--- config.mk ---
export PLATFORM = sky130hd
export DESIGN_NAME = sll_ctrl
export DESIGN_NICKNAME = d
export VERILOG_FILES = /design/src/rtl/core/sll_pkg.sv /design/src/rtl/core/sll_ctrl.sv
export SDC_FILE = /design/constraint.sdc
export NUM_CORES = 1
export LEC_CHECK = 0
export ABC_AREA = 1
export BUFFER_PORTS_ARGS = -buffer_cell sky130_fd_sc_hd__buf_4
export CAP_MARGIN = 10
export CORE_AREA = 10 10 47 49
export CTS_BUF_LIST = sky130_fd_sc_hd__clkbuf_2 sky130_fd_sc_hd__clkbuf_4 sky130_fd_sc_hd__clkbuf_8
export DETAILED_ROUTE_END_ITERATION = 12
export DIE_AREA = 0 0 57 59
export PLACE_DENSITY = 0.76
export RECOVER_POWER = 25
export SLEW_MARGIN = 5
export SYNTH_ARGS = -nofsm -noshare
export SYNTH_HDL_FRONTEND = slang
export SYNTH_SLANG_ARGS = --single-unit
--- constraint.sdc ---
create_clock -name clk -period 1.9 [get_ports clk]
set_input_delay 0.38 -clock clk [delete_from_list [all_inputs] [get_ports clk]]
set_output_delay 0.38 -clock clk [all_outputs]
set_load 0.005 [all_outputs]
--- src/rtl/core/sll_pkg.sv ---
`default_nettype none
// ----------------------------------------------------------------------------
// sll_pkg
// Shared types, codes and defaults for the static linked list engine: request
// codes, fixed field widths, controller states and the command and status
// groups between controller and datapath.
// ----------------------------------------------------------------------------
package sll_pkg;

  // Default sizes
  localparam int SLOTS_DEF      = 1024;
  localparam int DATA_WIDTH_DEF = 32;

  // Fixed field widths on the channels
  localparam int REQ_W     = 2;
  localparam int POS_W     = 10;
  localparam int IN_DATA_W = 32;
  localparam int OUT_DATA_W = 32;
  localparam int LEN_W     = 10;

  // Request codes
  localparam logic [REQ_W-1:0] REQ_INSERT = 2'd0;
  localparam logic [REQ_W-1:0] REQ_DELETE = 2'd1;
  localparam logic [REQ_W-1:0] REQ_READ   = 2'd2;

  // Result status codes
  localparam logic STATUS_OK  = 1'b0;
  localparam logic STATUS_ERR = 1'b1;

  // Controller states
  typedef enum logic [3:0] {
    ST_CLEAR,
    ST_IDLE,
    ST_CHECK,
    ST_ALLOC,
    ST_WALK,
    ST_INS_LINK,
    ST_DEL_UNLINK,
    ST_DEL_FREE,
    ST_RD_DATA,
    ST_FINISH
  } state_t;

  // Link memory read address source
  typedef enum logic [1:0] {
    LRD_NONE,
    LRD_HEAD,
    LRD_FREE,
    LRD_LINKQ
  } link_rd_t;

  // Link memory write: which entry gets which value
  typedef enum logic [2:0] {
    LWR_NONE,
    LWR_CLEAR,
    LWR_J_LINKQ,
    LWR_K_J,
    LWR_K_LINKQ,
    LWR_J_FREE
  } link_wr_t;

  // Element memory read address source
  typedef enum logic [1:0] {
    ERD_NONE,
    ERD_LINKQ,
    ERD_J
  } elem_rd_t;

  // Controller to datapath
  typedef struct packed {
    logic     latch_req;
    logic     clr_step;
    link_rd_t link_rd;
    link_wr_t link_wr;
    logic     elem_wr;
    elem_rd_t elem_rd;
    logic     k_head;
    logic     k_linkq;
    logic     j_free;
    logic     j_linkq;
    logic     free_linkq;
    logic     free_j;
    logic     steps_load;
    logic     steps_dec;
    logic     set_err;
    logic     dout_load;
    logic     cnt_inc;
    logic     cnt_dec;
    logic     out_load;
  } dp_cmd_t;

  // Datapath to controller
  typedef struct packed {
    logic             clear_done;
    logic             req_ok;
    logic             steps_zero;
    logic             out_busy;
    logic [REQ_W-1:0] req;
  } dp_sts_t;

endpackage
`default_nettype wire

--- src/rtl/core/sll_ctrl.sv ---
`default_nettype none
// ----------------------------------------------------------------------------
// sll_ctrl
// Request sequencer: runs the clearing pass, checks each request, walks the
// link chain one entry per cycle and issues the relink and result steps.
// ----------------------------------------------------------------------------
module sll_ctrl (
  input  wire                    clk,
  input  wire                    rst_n,
  input  wire                    in_valid,
  output logic                   in_ready,
  input  wire sll_pkg::dp_sts_t  sts,
  output sll_pkg::dp_cmd_t       cmd
);
  import sll_pkg::*;

  state_t state_r, state_nxt;

  // State register
  always_ff @(posedge clk) begin
    if (!rst_n) begin
      state_r <= ST_CLEAR;
    end else begin
      state_r <= state_nxt;
    end
  end

  // Next state and commands
  always_comb begin
    state_nxt = state_r;
    cmd       = '0;
    in_ready  = 1'b0;
    case (state_r)
      ST_CLEAR: begin
        cmd.clr_step = 1'b1;
        cmd.link_wr  = LWR_CLEAR;
        if (sts.clear_done) begin
          state_nxt = ST_IDLE;
        end
      end
      ST_IDLE: begin
        in_ready = 1'b1;
        if (in_valid) begin
          cmd.latch_req = 1'b1;
          state_nxt     = ST_CHECK;
        end
      end
      ST_CHECK: begin
        if (!sts.req_ok) begin
          cmd.set_err = 1'b1;
          state_nxt   = ST_FINISH;
        end else begin
          cmd.steps_load = 1'b1;
          cmd.k_head     = 1'b1;
          if (sts.req == REQ_INSERT) begin
            // take the first free slot and store the data there
            cmd.link_rd = LRD_FREE;
            cmd.elem_wr = 1'b1;
            cmd.j_free  = 1'b1;
            state_nxt   = ST_ALLOC;
          end else begin
            cmd.link_rd = LRD_HEAD;
            state_nxt   = ST_WALK;
          end
        end
      end
      ST_ALLOC: begin
        cmd.free_linkq = 1'b1;
        cmd.link_rd    = LRD_HEAD;
        state_nxt      = ST_WALK;
      end
      ST_WALK: begin
        if (sts.steps_zero) begin
          // predecessor reached; read data holds its successor link
          case (sts.req)
            REQ_INSERT: begin
              cmd.link_wr = LWR_J_LINKQ;
              state_nxt   = ST_INS_LINK;
            end
            REQ_DELETE: begin
              cmd.j_linkq = 1'b1;
              cmd.link_rd = LRD_LINKQ;
              state_nxt   = ST_DEL_UNLINK;
            end
            default: begin
              cmd.elem_rd = ERD_LINKQ;
              state_nxt   = ST_RD_DATA;
            end
          endcase
        end else begin
          // advance one link
          cmd.k_linkq   = 1'b1;
          cmd.link_rd   = LRD_LINKQ;
          cmd.steps_dec = 1'b1;
        end
      end
      ST_INS_LINK: begin
        cmd.link_wr = LWR_K_J;
        cmd.cnt_inc = 1'b1;
        state_nxt   = ST_FINISH;
      end
      ST_DEL_UNLINK: begin
        cmd.link_wr = LWR_K_LINKQ;
        cmd.elem_rd = ERD_J;
        state_nxt   = ST_DEL_FREE;
      end
      ST_DEL_FREE: begin
        // return the slot to the head of the free chain
        cmd.link_wr   = LWR_J_FREE;
        cmd.free_j    = 1'b1;
        cmd.dout_load = 1'b1;
        cmd.cnt_dec   = 1'b1;
        state_nxt     = ST_FINISH;
      end
      ST_RD_DATA: begin
        cmd.dout_load = 1'b1;
        state_nxt     = ST_FINISH;
      end
      ST_FINISH: begin
        // hold until the output register is free
        if (!sts.out_busy) begin
          cmd.out_load = 1'b1;
          state_nxt    = ST_IDLE;
        end
      end
      default: begin
        state_nxt = ST_IDLE;
      end
    endcase
  end

endmodule
`default_nettype wire

## Word-level counts from Yosys, hierarchy flattened

Index checks and enable logic that the tools add are counted.
W data, S select, Z words.

| operators by class | value |
|---|---|
| bitwise logic cells | 0 |
| mux-type cells | 41 |
| $mul | 0 |
| shifts and indexed selects | 0 |
| divide/modulo/power cells | 0 |
| order comparisons | 0 |
| $add $sub $neg | 0 |
| reductions and logical operators | 6 |
| eq/ne operators | 14 |

Operator list:

| operator | count |
|---|---|
| $pmux W4 S8 | 1 |
| $mux W1 | 24 |
| $mux W4 | 5 |
| $eq A4 B3 Y1 const B | 4 |
| $pmux W3 S5 | 1 |
| $mux W2 | 5 |
| $eq A4 B2 Y1 const B | 2 |
| $eq A4 B4 Y1 const B | 2 |
| $ne A2 B2 Y1 const B | 4 |
| $pmux W4 S2 | 1 |
| $mux W3 | 2 |
| $pmux W2 S3 | 1 |
| $eq A4 B1 Y1 const B | 1 |
| $logic_not A4 Y1 | 1 |
| $pmux W2 S2 | 1 |
| $reduce_and A4 Y1 | 1 |
| $reduce_or A2 Y1 | 2 |
| $reduce_or A3 Y1 | 1 |
| $eq A2 B1 Y1 const B | 1 |
| $logic_not A2 Y1 | 1 |

| storage, ports and cells | value |
|---|---|
| input bits | 9 |
| RAM bits | 0 |
| register bits after elaboration | 4 |
| word-level logic and storage cells | 62 |
| output and inout port bits | 24 |
| bits in latches | 0 |
| memories | 0 |
| memory bits (read-only) | 0 |

## Logic depth before layout (Yosys ltp)

| depth | value |
|---|---|
| depth after elaboration | 5 |
| gate-level depth with buffers | 9 |
| gate-level depth less buffers | 9 |

## Worst setup path before layout

No wires, ideal clock.

| timing path | value |
|---|---|
| path kind | register to output |
| start point | register state_r[3] |
| end point | output cmd[15] in the netlist's numbering |
| data required time | 1.520 ns |
| setup slack | 0.526 ns |
| buffers on the path | 1 |
| cell stages (with the launch flop) | 7 |
| arrival time | 0.994 ns |
| path through | dfxtp_1 nor2_4 inv_2 nor2_4 nand3_1 inv_1 buf_4 |

RTL lines:

| item | RTL line | source |
|---|---|---|
| from (decl) | sll_ctrl.sv:17 | `state_t state_r, state_nxt;` |
| from (signal assigned) | sll_ctrl.sv:24 | `state_r <= state_nxt;` |
| to (decl) | sll_ctrl.sv:13 | `output sll_pkg::dp_cmd_t cmd` |

==> key figures <==
Routing
  • First-pass DRT Iterations: 4
  • Vias per inst: 4.84
  • Via Count: 702
  • Met2 routed WL: 818 um
  • Routed WL: 1800 um
  • DRC errors left: 0
  • Post-detailed-route wirelength per cell: 12.4 um
  • Metal-1 WL: 702 um
  • DRT antenna net count: 0
  • Initial DRC count: 12
  • Uppermost layer routed: met4
  • Routed wl met3: 233 um

Global route
  • Total Routing Usage GR: 10.4%
  • Largest net degree at the start of global routing: 8
  • Vias in the first global route: 668
  • First-pass GRT wire length: 2860 um
  • Initial antenna violation count: 0
  • GR Overflow Total: 0

Clock network
  • CTS Buf Count: 3
  • Clk slew on worst S/H paths: 0.04 ns
  • Clock Latency Late Sink: 0.24 ns
  • CTS tree: yes
  • Htree depth: 1
  • CTS Root Cell: clkbuf_4
  • Hold buffer count at cts: 0
  • Post-CTS setup buffer count: 0
  • CTS Buffer Depth: 2
  • Post_cts resized: 0
  • Clk sinks: 4

STA
  • Worst-margin pin slew: 0.257 ns
  • Relative slew slack: 82.7%
  • Post-layout min period: 1.78 ns
  • RSZ-0062 raised after global routing: false
  • Period utilisation layout: 93.5%
  • Slew Limit Fails: 0
  • Worst Skew: 0.00105 ns
  • Fmax: 563 MHz
  • Setup_tns: 0 ns
  • Final Hold Vio Count: 0
  • Count of final setup violators: 0

Critical path
  • Startpoint class of the critical path: flip-flop
  • Critical Path AT: 1.40 ns
  • Worst EP required: 1.52 ns
  • CP Capture Type: output pin
  • Highest net fanout along the worst path: 5
  • WS Path Type: flip-flop to output pin

Final layout
  • Max reg flops: 4
  • Layout cell share with drive strength beyond 1: 37.2%
  • Ant. Diodes: 0
  • Area of the multi-input gates: 338 sq um
  • Nets: 140
  • Flip-flop and latch area: 83.8 sq um
  • Fin cells: 145
  • Reg with most FFs: state_r
  • Filler cells: 158
  • Largest registers: state_r x4
  • Area growth, synth to finish: 48.3%

Floorplanning
  • Die Wd: 57 um
  • FP Rows: 14
  • Initial Util: 37.5%
  • Die Height: 59 um
  • Die area: 3360 sq um
  • Placeable Area: 1400 sq um
  • I/O pins: 33

Pwr
  • Worst ir drop on vdd: 0.277 mV
  • Leakage: 0.000498 uW
  • Pwr dens: 628 nW/um^2
  • Tot Pwr: 490 uW

Placement
  • Cell count after placement: 142
  • Hpwl dp: 1550 um
  • PortBufs: 32
  • RD Place Congestion: 0.928

Hold path
  • Hold Crit Class: input port to flip-flop

Outcome
  • Status: completed

Synthesis
  • Mapped Area: 526 sq um
  • Yosys reg bits: 4
  • Warnings from Yosys: 0
  • Yosys cell types: 18
  • Sequential share of the synthesized area: 15.2%
  • Cells after synthesis: 98
  • Syn nets: 107
  • Synthesized area per cell: 5.36 sq um

Run
  • Max-cap violations: 0
-- Yosys cell counts --
cell type	count	share of area, %
dfxtp_1	4	15
nor2_4	4	8.6
nand3b_1	1	1.4
nor2_2	3	3.6
inv_1	16	11
inv_2	4	2.9
o22ai_1	1	1.2
nand2_1	26	19
nand3_2	1	1.9
buf_4	4	5.7
nor3_1	2	1.9
nor2_1	15	11
o21ai_1	1	0.95
o211ai_1	1	1.4
nand3_1	10	9.5
a21oi_1	2	1.9
o21ai_0	2	1.9
a31oi_1	1	1.2
-- area by class of cell --
cell class / count / share of cell area (%)
tap: 16 / 2.57
inverter: 20 / 9.63
clock buffer: 3 / 2.89
multi-input combinational: 70 / 43.3
timing repair buffer: 32 / 30.8
sequential: 4 / 10.8
-- placed cells by master (no fill, tap or decap) --
cell type   n
nor2_1     16
dfxtp_1     1
buf_4      31
nor2_2      2
o21ai_0     2
nand3_1    10
inv_1      17
dfxtp_2     3
nor3_1      2
inv_2       3
o21ai_1     1
clkbuf_4    4
a31oi_1     1
o211ai_1    1
nand3b_1    1
o22ai_1     1
a21oi_1     2
nand2_1    26
nor2_4      4
nand3_2     1
-- critical path, cell delays in order, from the launching register on --
cell and delay, ns:
dfxtp_1 0.40, inv_1 0.11, nor2_4 0.15, nand3_2 0.12, inv_1 0.11, a31oi_1 0.06
nand3_1 0.09, buf_4 0.11
-- kinds of logic (layout without fill, tap and decap cells) --
family / count (synthesis) / count (layout) / share of synthesized area [%]
AO/OA/AOI/OAI: 8 / 8 / 8.57
buffers and inverters: 24 / 55 / 20.0
AND/OR/NAND/NOR: 62 / 62 / 56.2
flip-flops: 4 / 4 / 15.2
-- metrics by stage --
step           worst slack (ns)  util (%)  hold slack [ns]  instance area (sq um)
3_5_place_dp              0.294      53.9            0.663                    756
6_report                  0.123      55.6            0.406                    779
4_1_cts                  0.0374      55.5            0.419                    778
3_3_place_gp              0.353      53.9            0.661                    756
2_1_floorplan             0.526         -            0.526                    526
5_1_grt                  0.0196      55.6            0.419                    779
-- where the power goes --
| part | switching [uW] | total (uW) | leakage, uW | internal [uW] |
|---|---|---|---|---|
| logic | 149 | 261 | 0.000450 | 112 |
| clock network | 39.0 | 110 | 0.0000138 | 70.9 |
| registers | 19.9 | 118 | 0.0000338 | 98.3 |
| total | 208 | 490 | 0.000498 | 282 |
-- final timing paths --
path | start | end | slack (ns) | cells past startpoint
hold / removal | rst_n | state_r[0] | 0.41 | 3
setup reg to reg | state_r[0] | state_r[0] | 0.63 | 9
setup / recovery | state_r[2] | cmd[19] | 0.12 | 7
hold reg to reg | state_r[3] | state_r[2] | 0.67 | 3
-- per-layer routing --
metal  vias to the layer above  track usage (%)
met2                        33             17.7
met1                       300             9.82
li1                        364                -
met4                         0             6.04
met5                         -                0
met3                         5             5.58
No activity file was read; power rests on OpenSTA's default activity.
